$ cat src/rtl/core/pcanon_pkg.sv
`default_nettype none

package pcanon_pkg;

   localparam int LEN_W         = 9;
   localparam int BYTE_W        = 8;
   localparam int DEF_BUF_DEPTH = 256;
   localparam int FIT_SLACK     = 2;

   localparam logic [LEN_W-1:0]  MAX_LEN_RST = 9'd256;

   localparam logic [BYTE_W-1:0] NUL_CH   = 8'h00;
   localparam logic [BYTE_W-1:0] DOT_CH   = 8'h2E;
   localparam logic [BYTE_W-1:0] SLASH_CH = 8'h2F;

   localparam logic REQ_PUSH = 1'b0;
   localparam logic REQ_READ = 1'b1;

   // component-so-far pattern
   localparam logic [1:0] DOT_NONE = 2'd0;
   localparam logic [1:0] DOT_ONE  = 2'd1;
   localparam logic [1:0] DOT_TWO  = 2'd2;

   typedef enum logic [2:0] {
      ST_IDLE,
      ST_EXEC,
      ST_WALK,
      ST_WCHK,
      ST_HOLD
   } pcanon_state_type;

   typedef struct packed {
      logic capture;
      logic exec;
      logic walk_step;
      logic walk_check;
      logic rsp_load;
   } pcanon_cmd_type;

   typedef struct packed {
      logic walk_start;
      logic walk_floor;
      logic walk_slash;
   } pcanon_sts_type;

endpackage

`default_nettype wire

$ cat src/rtl/core/pcanon_ctrl.sv
`default_nettype none

module pcanon_ctrl
   import pcanon_pkg::*;
(
   input  logic           clock,
   input  logic           reset,
   input  logic           req_valid,
   output logic           req_ready,
   output logic           rsp_valid,
   input  logic           rsp_ready,
   output pcanon_cmd_type cmd,
   input  pcanon_sts_type sts
);

   pcanon_state_type state_ff, state_in;
   logic             rsp_valid_ff, rsp_valid_in;
   logic             out_free;

   assign out_free = !rsp_valid_ff || rsp_ready;

   always_ff @(posedge clock) begin
      if (reset) begin
         state_ff     <= ST_IDLE;
         rsp_valid_ff <= 1'b0;
      end else begin
         state_ff     <= state_in;
         rsp_valid_ff <= rsp_valid_in;
      end
   end

   always_comb begin
      state_in = state_ff;
      cmd      = '0;
      unique case (state_ff)
         ST_IDLE: begin
            if (req_valid) begin
               cmd.capture = 1'b1;
               state_in    = ST_EXEC;
            end
         end
         ST_EXEC: begin
            cmd.exec = 1'b1;
            if (sts.walk_start) begin
               state_in = ST_WALK;
            end else if (out_free) begin
               cmd.rsp_load = 1'b1;
               state_in     = ST_IDLE;
            end else begin
               state_in = ST_HOLD;
            end
         end
         ST_WALK: begin
            cmd.walk_step = 1'b1;
            if (!sts.walk_floor) begin
               state_in = ST_WCHK;
            end else if (out_free) begin
               cmd.rsp_load = 1'b1;
               state_in     = ST_IDLE;
            end else begin
               state_in = ST_HOLD;
            end
         end
         ST_WCHK: begin
            cmd.walk_check = 1'b1;
            if (!sts.walk_slash) begin
               state_in = ST_WALK;
            end else if (out_free) begin
               cmd.rsp_load = 1'b1;
               state_in     = ST_IDLE;
            end else begin
               state_in = ST_HOLD;
            end
         end
         ST_HOLD: begin
            if (out_free) begin
               cmd.rsp_load = 1'b1;
               state_in     = ST_IDLE;
            end
         end
         default: begin
            state_in = ST_IDLE;
         end
      endcase
   end

   always_comb begin
      if (cmd.rsp_load) begin
         rsp_valid_in = 1'b1;
      end else if (rsp_ready) begin
         rsp_valid_in = 1'b0;
      end else begin
         rsp_valid_in = rsp_valid_ff;
      end
   end

   assign req_ready = (state_ff == ST_IDLE);
   assign rsp_valid = rsp_valid_ff;

endmodule

`default_nettype wire

$ cat src/rtl/core/pcanon_dp.sv
`default_nettype none

module pcanon_dp
   import pcanon_pkg::*;
#(
   parameter int BUF_DEPTH = DEF_BUF_DEPTH
)
(
   input  logic              clock,
   input  logic              reset,
   input  pcanon_cmd_type    cmd,
   output pcanon_sts_type    sts,
   input  logic              req_type,
   input  logic [BYTE_W-1:0] req_path_byte,
   input  logic [BYTE_W-1:0] req_read_index,
   input  logic              csr_valid,
   input  logic [LEN_W-1:0]  csr_max_len,
   output logic [LEN_W-1:0]  rsp_path_len,
   output logic              rsp_path_done,
   output logic              rsp_truncated,
   output logic [BYTE_W-1:0] rsp_read_byte
);

   localparam int AW = $clog2(BUF_DEPTH);
   localparam int CW = $clog2(BUF_DEPTH + 1);
   localparam int SW = ((LEN_W > CW) ? LEN_W : CW) + 2;

   logic [BYTE_W-1:0] mem [BUF_DEPTH];
   logic [BYTE_W-1:0] rdata_ff;
   logic [AW-1:0]     rd_addr;
   logic              wr_en;
   logic [AW-1:0]     wr_addr;
   logic [BYTE_W-1:0] wr_data;

   logic [LEN_W-1:0]  max_len_ff, max_len_in;
   logic              type_ff, type_in;
   logic [BYTE_W-1:0] byte_ff, byte_in;
   logic [BYTE_W-1:0] index_ff, index_in;
   logic [LEN_W-1:0]  ol_ff, ol_in;
   logic              abs_ff, abs_in;
   logic              start_ff, start_in;
   logic [CW-1:0]     cl_ff, cl_in;
   logic [1:0]        dp_ff, dp_in;
   logic              stop_ff, stop_in;
   logic [LEN_W-1:0]  k_ff, k_in;
   logic              done_ff, done_in;
   logic [BYTE_W-1:0] rb_ff, rb_in;
   logic [LEN_W-1:0]  rsp_len_ff, rsp_len_in;
   logic              rsp_done_ff, rsp_done_in;
   logic              rsp_trunc_ff, rsp_trunc_in;
   logic [BYTE_W-1:0] rsp_rb_ff, rsp_rb_in;

   // state as seen by this byte, after a new-path reset where due
   logic [LEN_W-1:0]  e_ol;
   logic              e_abs;
   logic [CW-1:0]     e_cl;
   logic [1:0]        e_dp;
   logic              e_stop;
   logic              sep;
   logic [SW-1:0]     lim;
   logic [SW-1:0]     fit_sum;
   logic [SW-1:0]     idx;
   logic              fit_fail;
   logic              is_push;

   // results of the push
   logic [LEN_W-1:0]  ex_ol;
   logic              ex_start;
   logic [CW-1:0]     ex_cl;
   logic [1:0]        ex_dp;
   logic              ex_stop;
   logic              ex_done;
   logic              ex_walk;
   logic              walk_floor;
   logic              walk_slash;

   assign is_push = (type_ff == REQ_PUSH);

   always_comb begin
      if (start_ff) begin
         e_ol   = '0;
         e_abs  = (byte_ff == SLASH_CH);
         e_cl   = '0;
         e_dp   = DOT_NONE;
         e_stop = 1'b0;
      end else begin
         e_ol   = ol_ff;
         e_abs  = abs_ff;
         e_cl   = cl_ff;
         e_dp   = dp_ff;
         e_stop = stop_ff;
      end
   end

   assign sep      = (e_ol > LEN_W'(e_abs));
   assign lim      = (SW'(max_len_ff) < SW'(BUF_DEPTH)) ? SW'(max_len_ff) : SW'(BUF_DEPTH);
   assign fit_sum  = SW'(e_ol) + SW'(e_cl) + SW'(FIT_SLACK);
   assign fit_fail = (fit_sum > lim);
   assign idx      = SW'(e_ol) + SW'(sep) + SW'(e_cl);

   always_comb begin
      ex_ol    = e_ol;
      ex_start = 1'b0;
      ex_cl    = e_cl;
      ex_dp    = e_dp;
      ex_stop  = e_stop;
      ex_done  = 1'b0;
      ex_walk  = 1'b0;
      wr_en    = 1'b0;
      wr_addr  = '0;
      wr_data  = SLASH_CH;
      if (start_ff && (byte_ff == SLASH_CH)) begin
         // root slash
         ex_ol = LEN_W'(1);
         wr_en = 1'b1;
      end else if ((byte_ff == SLASH_CH) || (byte_ff == NUL_CH)) begin
         if (!e_stop && (e_cl != '0)) begin
            if ((e_cl == CW'(1)) && (e_dp == DOT_ONE)) begin
               // drop "."
            end else if ((e_cl == CW'(2)) && (e_dp == DOT_TWO)) begin
               ex_walk = sep;
            end else if (fit_fail) begin
               ex_stop = 1'b1;
            end else begin
               ex_ol   = LEN_W'(idx);
               wr_en   = sep;
               wr_addr = AW'(e_ol);
            end
         end
         if (!e_stop) begin
            ex_cl = '0;
            ex_dp = DOT_NONE;
         end
         if (byte_ff == NUL_CH) begin
            ex_cl    = '0;
            ex_dp    = DOT_NONE;
            ex_start = 1'b1;
            ex_done  = 1'b1;
         end
      end else if (!e_stop) begin
         // stage the byte past the committed length
         wr_en   = (idx < SW'(BUF_DEPTH));
         wr_addr = AW'(idx);
         wr_data = byte_ff;
         if ((byte_ff == DOT_CH) && (e_cl == '0)) begin
            ex_dp = DOT_ONE;
         end else if ((byte_ff == DOT_CH) && (e_cl == CW'(1)) && (e_dp == DOT_ONE)) begin
            ex_dp = DOT_TWO;
         end else begin
            ex_dp = DOT_NONE;
         end
         if (e_cl < CW'(BUF_DEPTH)) begin
            ex_cl = e_cl + CW'(1);
         end
      end
   end

   assign walk_floor = (k_ff <= LEN_W'(abs_ff));
   assign walk_slash = (rdata_ff == SLASH_CH);

   assign sts.walk_start = is_push && ex_walk;
   assign sts.walk_floor = walk_floor;
   assign sts.walk_slash = walk_slash;

   always_comb begin
      max_len_in = csr_valid ? csr_max_len : max_len_ff;
      type_in    = cmd.capture ? req_type : type_ff;
      byte_in    = cmd.capture ? req_path_byte : byte_ff;
      index_in   = cmd.capture ? req_read_index : index_ff;

      ol_in    = ol_ff;
      abs_in   = abs_ff;
      start_in = start_ff;
      cl_in    = cl_ff;
      dp_in    = dp_ff;
      stop_in  = stop_ff;
      k_in     = k_ff;
      done_in  = done_ff;
      rb_in    = rb_ff;

      if (cmd.exec) begin
         if (is_push) begin
            ol_in    = ex_ol;
            abs_in   = e_abs;
            start_in = ex_start;
            cl_in    = ex_cl;
            dp_in    = ex_dp;
            stop_in  = ex_stop;
            k_in     = e_ol - LEN_W'(1);
            done_in  = ex_done;
            rb_in    = '0;
         end else begin
            done_in = 1'b0;
            rb_in   = (LEN_W'(index_ff) < ol_ff) ? rdata_ff : '0;
         end
      end
      if (cmd.walk_step && walk_floor) begin
         ol_in = k_ff;
      end
      if (cmd.walk_check) begin
         if (walk_slash) begin
            ol_in = k_ff;
         end else begin
            k_in = k_ff - LEN_W'(1);
         end
      end

      rsp_len_in   = cmd.rsp_load ? ol_in : rsp_len_ff;
      rsp_done_in  = cmd.rsp_load ? done_in : rsp_done_ff;
      rsp_trunc_in = cmd.rsp_load ? stop_in : rsp_trunc_ff;
      rsp_rb_in    = cmd.rsp_load ? rb_in : rsp_rb_ff;
   end

   // read port: request index on accept, walk pointer while walking back
   assign rd_addr = cmd.walk_step ? AW'(k_ff) : AW'(req_read_index);

   always_ff @(posedge clock) begin
      if (cmd.exec && is_push && wr_en) begin
         mem[wr_addr] <= wr_data;
      end
      rdata_ff <= mem[rd_addr];
   end

   always_ff @(posedge clock) begin
      if (reset) begin
         max_len_ff <= MAX_LEN_RST;
         ol_ff      <= '0;
         abs_ff     <= 1'b0;
         start_ff   <= 1'b1;
         cl_ff      <= '0;
         dp_ff      <= DOT_NONE;
         stop_ff    <= 1'b0;
      end else begin
         max_len_ff <= max_len_in;
         ol_ff      <= ol_in;
         abs_ff     <= abs_in;
         start_ff   <= start_in;
         cl_ff      <= cl_in;
         dp_ff      <= dp_in;
         stop_ff    <= stop_in;
      end
   end

   always_ff @(posedge clock) begin
      type_ff      <= type_in;
      byte_ff      <= byte_in;
      index_ff     <= index_in;
      k_ff         <= k_in;
      done_ff      <= done_in;
      rb_ff        <= rb_in;
      rsp_len_ff   <= rsp_len_in;
      rsp_done_ff  <= rsp_done_in;
      rsp_trunc_ff <= rsp_trunc_in;
      rsp_rb_ff    <= rsp_rb_in;
   end

   assign rsp_path_len  = rsp_len_ff;
   assign rsp_path_done = rsp_done_ff;
   assign rsp_truncated = rsp_trunc_ff;
   assign rsp_read_byte = rsp_rb_ff;

endmodule

`default_nettype wire

$ cat src/rtl/core/path_canonicalizer_top.sv
// Channel | Handshake             | Payload
// req     | req_valid / req_ready | req_type, req_path_byte, req_read_index
// rsp     | rsp_valid / rsp_ready | rsp_path_len, rsp_path_done, rsp_truncated, rsp_read_byte
// csr     | csr_valid / csr_ready | csr_max_len (always ready)
//
// A read or an ordinary path byte is accepted, then executed.
// A ".." component walks the store back one byte at a time (registered
// memory read, then compare) and ends at a slash, the root or an empty path.
// One item is in flight at a time; the next beat is accepted while the
// previous result sits in the output register.
// Synchronous reset clears control state only; the byte store is not cleared.
`default_nettype none

module path_canonicalizer_top
   import pcanon_pkg::*;
#(
   parameter int BUF_DEPTH = DEF_BUF_DEPTH
)
(
   input  logic              clock,
   input  logic              reset,
   input  logic              req_valid,
   output logic              req_ready,
   input  logic              req_type,
   input  logic [BYTE_W-1:0] req_path_byte,
   input  logic [BYTE_W-1:0] req_read_index,
   output logic              rsp_valid,
   input  logic              rsp_ready,
   output logic [LEN_W-1:0]  rsp_path_len,
   output logic              rsp_path_done,
   output logic              rsp_truncated,
   output logic [BYTE_W-1:0] rsp_read_byte,
   input  logic              csr_valid,
   output logic              csr_ready,
   input  logic [LEN_W-1:0]  csr_max_len
);

   pcanon_cmd_type cmd;
   pcanon_sts_type sts;

   assign csr_ready = 1'b1;

   pcanon_ctrl u_ctrl (
      .clock     (clock),
      .reset     (reset),
      .req_valid (req_valid),
      .req_ready (req_ready),
      .rsp_valid (rsp_valid),
      .rsp_ready (rsp_ready),
      .cmd       (cmd),
      .sts       (sts)
   );

   pcanon_dp #(
      .BUF_DEPTH (BUF_DEPTH)
   ) u_dp (
      .clock          (clock),
      .reset          (reset),
      .cmd            (cmd),
      .sts            (sts),
      .req_type       (req_type),
      .req_path_byte  (req_path_byte),
      .req_read_index (req_read_index),
      .csr_valid      (csr_valid),
      .csr_max_len    (csr_max_len),
      .rsp_path_len   (rsp_path_len),
      .rsp_path_done  (rsp_path_done),
      .rsp_truncated  (rsp_truncated),
      .rsp_read_byte  (rsp_read_byte)
   );

endmodule

`default_nettype wire

$ cat config.mk
export PLATFORM = sky130hd
export DESIGN_NAME = path_canonicalizer_top
export DESIGN_NICKNAME = d
export VERILOG_FILES = /design/src/rtl/core/pcanon_pkg.sv /design/src/rtl/core/pcanon_ctrl.sv /design/src/rtl/core/pcanon_dp.sv /design/src/rtl/core/path_canonicalizer_top.sv
export SDC_FILE = /design/constraint.sdc
export NUM_CORES = 2
export LEC_CHECK = 0
export ABC_AREA = 1
export BUFFER_PORTS_ARGS = -buffer_cell sky130_fd_sc_hd__buf_4
export CAP_MARGIN = 20
export CORE_MARGIN = 2
export CORE_UTILIZATION = 60
export CTS_CLUSTER_DIAMETER = 60
export DETAILED_ROUTE_END_ITERATION = 10
export PLACE_DENSITY_LB_ADDON = 0.15
export SETUP_SLACK_MARGIN = 0.4
export SYNTH_ARGS = -nofsm -noshare
export SYNTH_HDL_FRONTEND = slang
export SYNTH_SLANG_ARGS = --single-unit
$ cat constraint.sdc
create_clock -name clock -period 10.4 [get_ports clock]
set_input_delay 1.56 -clock clock [delete_from_list [all_inputs] [get_ports clock]]
set_output_delay 1.56 -clock clock [all_outputs]
set_load 0.02 [all_outputs]
Word level (Yosys, flattened, before mapping)
Memory sizes are Yosys's and may differ from the RTL's. A register that Yosys moved wholly into a read port is not among the register bits.
Index checks and enable logic that the tools add are counted.
{"block": "word_totals", "out_inout_bits": 22, "register_bits": 90, "input_bits": 31, "mem_count": 1, "ramBits": 2048, "elab_cells": 164}
{"memory": "u_dp.mem", "words": 256, "word_bits": 8, "read_ports": 1, "rd_clocked_by_memory_dff": 1, "wr": 1, "line": "pcanon_dp.sv:28", "source": "logic [BYTE_W-1:0] mem [BUF_DEPTH];"}
{"block": "classes", "n_reduce_logical": 22, "muxes": 94, "n_bitwise": 1, "addsub": 7, "order_cmp": 7, "n_eq_ne": 13}
{"cell": "2-to-1 mux 9 bit", "n": 24}
{"cell": "2-to-1 mux 8 bit", "n": 14}
{"cell": "2-to-1 mux 1 bit", "n": 40}
{"cell": "== test 8 x 6 -> 1 bit, second input constant", "n": 3}
{"cell": "< comparator 9 bit, second input constant", "n": 2}
{"cell": "2-to-1 mux 3 bit", "n": 6}
{"cell": "subtractor 9 x 1 -> 9 bit, second input constant", "n": 2}
{"cell": "2-to-1 mux 2 bit", "n": 8}
{"cell": "case mux 3 bit (5 select lines)", "n": 1}
{"cell": "adder 11 x 2 -> 11 bit, second input constant", "n": 1}
{"cell": "adder 11 x 9 -> 11 bit", "n": 1}
{"cell": "> comparator 11 bit", "n": 1}
{"cell": "logical AND 1 bit", "n": 11}
{"cell": "< comparator 11 x 9 -> 1 bit, second input constant", "n": 1}
{"cell": "adder 9 x 1 -> 10 bit", "n": 1}
{"cell": "adder 9 x 9 -> 10 bit", "n": 1}
{"cell": "adder 9 x 1 -> 9 bit, second input constant", "n": 1}
{"cell": "== test 9 x 1 -> 1 bit, second input constant", "n": 1}
{"cell": "== test 9 x 2 -> 1 bit, second input constant", "n": 1}
{"cell": "> comparator 9 x 1 -> 1 bit", "n": 1}
{"cell": "less-or-equal comparator 9 x 1 -> 1 bit", "n": 1}
{"cell": "logical NOT 9 bit", "n": 1}
{"cell": "< comparator 8 x 9 -> 1 bit", "n": 1}
{"cell": "nonzero test 9 bit", "n": 1}
{"cell": "other kinds (15)", "n": 19}

Logic depth before layout (Yosys ltp)
{"block": "logic_depth", "ltp_word": 16, "mapped_depth": 39}

Hierarchy
From an unflattened synthesis, not the netlist that was laid out.
{"block": "hier_totals", "cells_unflattened": 7890, "hier_area_um2": 91366.4}
{"module": "pcanon_dp", "n_inst": 1, "seq_area_each_um2": 63741.1, "area_per_inst_um2": 91044.8, "cells_each": 7839}
{"module": "pcanon_ctrl", "n_inst": 1, "seq_area_each_um2": 80.1, "area_per_inst_um2": 310.3, "cells_each": 49}
{"module": "path_canonicalizer_top", "n_inst": 1, "seq_area_each_um2": 0.0, "area_per_inst_um2": 11.3, "cells_each": 2}

Least setup slack after synthesis
OpenSTA, ideal clock, no wires.
{"block": "synth_path", "path_kind": "reg2reg", "start": "register u_dp.start_ff", "end": "memory u_dp.mem[0][4], data pin", "required_ns": 9.007, "arrival_ns": 6.836, "period_less_slack_ns": 8.229, "n_path_buf": 3, "stages_incl_launch_ff": 6, "path_slack_ns": 2.171, "path_cell_list": "dfxtp_1 -> buf_6 -> buf_2 -> nor2_1 -> clkbuf_1 -> nor2_1"}
{"block": "synth_via", "elab_chain_len": 4}
{"item": "start: declaration", "line": "pcanon_dp.sv:41", "source": "logic start_ff, start_in;"}
{"item": "start signal: assignment", "line": "pcanon_dp.sv:237", "source": "start_ff <= start_in;"}
{"item": "2-to-1 mux 1 bit", "line": "pcanon_dp.sv:80", "source": "if (start_ff) begin"}
{"item": "2-to-1 mux 8 bit", "line": "pcanon_dp.sv:140", "source": "end else if (!e_stop) begin"}
{"item": "2-to-1 mux 8 bit", "line": "pcanon_dp.sv:116", "source": "end else if ((byte_ff == SLASH_CH) || (byte_ff == NUL_CH)) begin"}
{"item": "2-to-1 mux 8 bit *", "line": "pcanon_dp.sv:112", "source": "if (start_ff && (byte_ff == SLASH_CH)) begin"}
{"item": "named net u_dp.wr_data[4]", "line": "pcanon_dp.sv:33", "source": "logic [BYTE_W-1:0] wr_data;"}
{"item": "end: declaration", "line": "pcanon_dp.sv:28"}
The timed path passes the listed nets; every way through them passes the cells marked *.

Final worst setup path
{"block": "layout_path", "start": "register u_dp.byte_ff[7]", "end": "memory u_dp.mem[7][0], enable pin"}
{"block": "layout_via", "elab_chain_len": 12}
{"item": "start: declaration", "line": "pcanon_dp.sv:37", "source": "logic [BYTE_W-1:0] byte_ff, byte_in;"}
{"item": "start signal: assignment", "line": "pcanon_dp.sv:246", "source": "byte_ff <= byte_in;"}
{"item": "== test 8 x 6 -> 1 bit *", "line": "pcanon_dp.sv:82", "source": "e_abs = (byte_ff == SLASH_CH);"}
{"item": "2-to-1 mux 1 bit *", "line": "pcanon_dp.sv:80"}
{"item": "named net u_dp.e_abs", "line": "pcanon_dp.sv:55", "source": "logic e_abs;"}
{"item": "> comparator 9 x 1 -> 1 bit *", "line": "pcanon_dp.sv:95", "source": "assign sep = (e_ol > LEN_W'(e_abs));"}
{"item": "adder 9 x 1 -> 10 bit / 2-to-1 mux 1 bit (equally long branches)", "line": "pcanon_dp.sv:99, pcanon_dp.sv:122"}
{"item": "adder 11 x 9 -> 11 bit / 2-to-1 mux 1 bit (equally long branches)", "line": "pcanon_dp.sv:99, pcanon_dp.sv:120"}
{"item": "< comparator 11 x 9 -> 1 bit / 2-to-1 mux 1 bit (equally long branches)", "line": "pcanon_dp.sv:142, pcanon_dp.sv:118"}
{"item": "2-to-1 mux 1 bit (on tied branches)", "line": "pcanon_dp.sv:140, pcanon_dp.sv:117"}
{"item": "2-to-1 mux 1 bit", "line": "pcanon_dp.sv:116"}
{"item": "2-to-1 mux 1 bit", "line": "pcanon_dp.sv:112"}
{"item": "logical AND 1 bit", "line": "pcanon_dp.sv:218", "source": "if (cmd.exec && is_push && wr_en) begin"}
{"item": "2-to-1 mux 1 bit", "line": "pcanon_dp.sv:218"}
{"item": "2-to-1 mux 1 bit (implied by the code)", "line": "pcanon_dp.sv:219", "source": "mem[wr_addr] <= wr_data;"}
Marks and branches as above.

==> metrics list <==
* Type of the worst min-delay path: reg -> reg
- Final setup vio count: 0
- The first TritonRoute pass finished after 7 iterations.
* Number of H-tree branching levels: 4
- Clock skew on the completed layout was measured at ~0.034 ns.
- Summed over all failing endpoints, the final setup total negative slack is 0 ns.
* Total of warnings raised by yosys: 0
- TritonCTS built the clock tree.
- The largest individual stage delay along the critical path comes from the cell sky130_fd_sc_hd__nand3_2.
- Power density over the cells: 188 nW/um^2
- The detail route stage leaves a number of antenna-violating nets equal to 0.
- Clock-pin slew was measured on the worst setup and hold paths at 0.06 ns.
- Final Slew Violations: 0
- Via count: 58500
* Gate Count Post-Synth: 6916
- Measured against its own limit, the worst slew margin works out to 0.272.
- Total core area: 146000 um^2
* Post CTS Setup Buffer Count: 0
- The number of antenna violations at the first check in global routing was 4.
- The netlist uses a little under 60 different library cells.
- Syn Nets: 6991
- Entering global routing, the biggest net connects 257 pins.
* Worst-skew pair later-pin latency: 0.84 ns
* Most common library cell in the layout ignoring fill and taps: sky130_fd_sc_hd__edfxtp_1
* Number of hold-slack violations in the final timing report: 0
- For this design, the sink count on the clock tree is between 2000 and 2500.
* GRT Residual Overflow: 0
- Count of pins on the block boundary: 53
- Die extent in x: 387 um
- The die is 387 um tall.
- Number of cells upsized or downsized after cts: 0
* Leading cell types in the layout, fill and taps excluded: sky130_fd_sc_hd__edfxtp_1, sky130_fd_sc_hd__nor2_1, sky130_fd_sc_hd__o21ai_0, sky130_fd_sc_hd__nand3_1, sky130_fd_sc_hd__o221ai_1
- After the first detailed-routing iteration, the DRC count stood at a little under 8000.
- Sum of net half-perimeters after detailed placement: 137000 um
* Floorplan die area: 150000 um^2
* Critical Path End Type: register
- Count of buffers from port buffering: 51
- At the pin with the least slew margin, the transition time is 1.09 ns.
- Number of fill cells: 10400
- At the worst endpoint, the required time is 10.86 ns.
- The tree is rooted in a sky130_fd_sc_hd__clkbuf_16.
* Portion of the post-synthesis area used by sequential elements: 0.724
- Via/cell ratio: about 6.6
- Summed over all cells, the static leakage comes to 0.0305 uW.
- In this run the worst path has a maximum fanout of 19.
- For this run, the top clock speed supported by timing is 138 MHz.
* Critical path start-end classification: reg -> reg
- Across the run, the number of max-cap violations was 0.
- Global-route track usage on met2: 0.484
- Post-layout nets: a little under 7000
- For this run, the slowest stage of the critical path takes between 0.7 and 0.8 ns.
- In the final routed layout, each cell accounts on average for 27.4 um.
- In this run the cell area of the synthesized design comes to 88100 um^2.
- In the global route stage, met1 resource usage came out at 0.447.
* Hold Buf Count CTS: 0
- Post-Syn Area per Cell: 12.7 um^2
- For this run, design rule violations remaining after detail routing come to 0.
- Of the available clock period, the critical path in the final layout requires 0.699.
* Worst setup path startpoint: u_dp.byte_ff[7]
* Area growth, synth to finish: 9.45%
* Clock buffers created by TritonCTS: 209
* CP Launch Type: register
* Worst path most repeated cell: sky130_fd_sc_hd__nand2_1
- IR analysis of the VDD net gives a maximum drop of 0.000173 V.
- Summed over all layers, the routed wires come to 243000 um.
- The worst hold path begins at u_dp.cl_ff[5].
* Diode insertion count for antenna repair: 0
* RePlAce Congestion: between 0.9 and 1
- Outcome: finished clean
- Data arrives at the worst endpoint at 7.73 ns.
* Post-layout minimum cycle time: 7.27 ns
* Std-Cell Rows: 140
- Unrepaired setup endpoints after global routing: false
* Maximum root-to-sink buffer count: 3
* Final standard cell utilization of the core: 0.662
* FF-to-FF Start: u_dp.byte_ff[7]
- In this run the most used layer during global routing was met2.
- The via count of the first global-routing pass is around 56000.
- The initial utilization of the core area, before any placement, comes to 0.605.
- Share of cells above drive strength 1: 0.0869
* Global-route wire length before repair: 358000 um
- For this run, the total global-route usage over all layers was measured as 0.319.
* FF+latch count, synth: approximately 2100
* GR Layer Usage met3: 0.0720
[path summary, 6_finish.rpt]
| path | to | slack, ns | cells past startpoint |
|---|---|---|---|
| worst min register to register | u_dp.cl_ff[5] | 0.47 | 2 |
| worst max register to register | u_dp.mem[7][0] | 3.13 | 31 |
| worst min-delay path | u_dp.cl_ff[5] | 0.47 | 2 |
| worst max-delay path | u_dp.mem[7][0] | 3.13 | 31 |
[state kept, by name, indices dropped and copies added, names as in the netlist, 2 cells and up]
register / count
u_dp.mem: 2048
u_dp.cl_ff: 9
u_dp.k_ff: 9
u_dp.max_len_ff: 9
u_dp.ol_ff: 9
u_dp.rsp_path_len: 9
u_dp.byte_ff: 8
u_dp.index_ff: 8
u_dp.rb_ff: 8
u_dp.rdata_ff: 8
u_dp.rsp_read_byte: 8
u_ctrl.state_ff: 3
u_dp.dp_ff: 2
[Yosys cell counts (all sizes together)]
cell type     n  area, um^2
inv         177         677
a21boi        3        22.5
buf          98         611
a221oi        2        17.5
a21oi        76         399
edfxtp     2084       62600
a211oi        1        7.51
o31ai         3        22.5
nor2       1416        5630
o32ai         1        8.76
nand4        14        87.6
a32oi         2        17.5
fa            1        20.0
conb          1        3.75
o22ai       258        1610
a31oi         3        18.8
o21bai        4        41.3
o2111ai       2        17.5
xor2         19         166
or2           2        12.5
nand2       273        1180
nor3         24         125
o221ai      269        2360
a21o          1        7.51
xnor2         5        43.8
nand2b        1        6.26
o21ai      1105        5580
o211ai      215        1610
ha           43         538
dfxtp        62        1240
nand3       335        1860
clkbuf      401        1510
a22oi         1        7.51
nor4          9        56.3
clkinv        5        20.0
[metal layers]
layer | part of all wire | up-vias | wire length, um
met5 | 0.000029 | - | 7
met2 | 0.46 | 3761 | 111000
li1 | - | 25600 | -
met1 | 0.39 | 28600 | 93900
met3 | 0.11 | 557 | 27400
met4 | 0.045 | 2 | 10800
[cells by family after synthesis]
logic type                 share of synthesized area
AOI/OAI and AO/OA                              0.133
DFF                                            0.724
buffers and inverters                         0.0319
other                                      0.0000426
xor gates and xnor gates                     0.00239
and+or+nand+nor                                0.102
adders and majority gates                    0.00633
[stage by stage]
step	setup slack (ns)	total power [uW]	hold slack (ns)	std cells	instance area (um^2)
CTS	3.13	18100	0.474	8841	96400
detailed placement	3.17	10800	0.465	8456	89700
finish	3.13	18100	0.475	8845	96400
floorplan	2.17	10400	0.434	6916	88100
global route	2.62	18600	0.488	8845	96400
global placement	3.20	10800	0.453	8456	89700
[critical path: cells and delay by family, from the launching register on]
kind            cells  cell delay, ns
compound gates      3            0.85
xor+xnor            1            0.23
buf+inv             5            0.99
fa+ha+maj           4            0.99
flops               1            0.39
simple gates       18            3.44
[power by group]
| group | internal (uW) | total, uW | switching [uW] |
|---|---|---|---|
| Clock | 4260 | 7460 | 3210 |
| Combinational | 245 | 1100 | 858 |
| Sequential | 9550 | 9570 | 19.3 |
| Total | 14000 | 18100 | 4090 |
[layout make-up]
cell class                      instances  area, um^2  share of cell area
Clock buffer                          256        5450              0.0565
Clock inverter                        129        1230              0.0127
Inverter                              182         722             0.00749
Multi-Input combinational cell       4089       21600               0.224
Sequential cell                      2146       63800               0.662
Tap cell                             1917        2400              0.0249
Timing Repair Buffer                  126        1200              0.0124
Note: power is estimated with default switching activity, not from simulation.
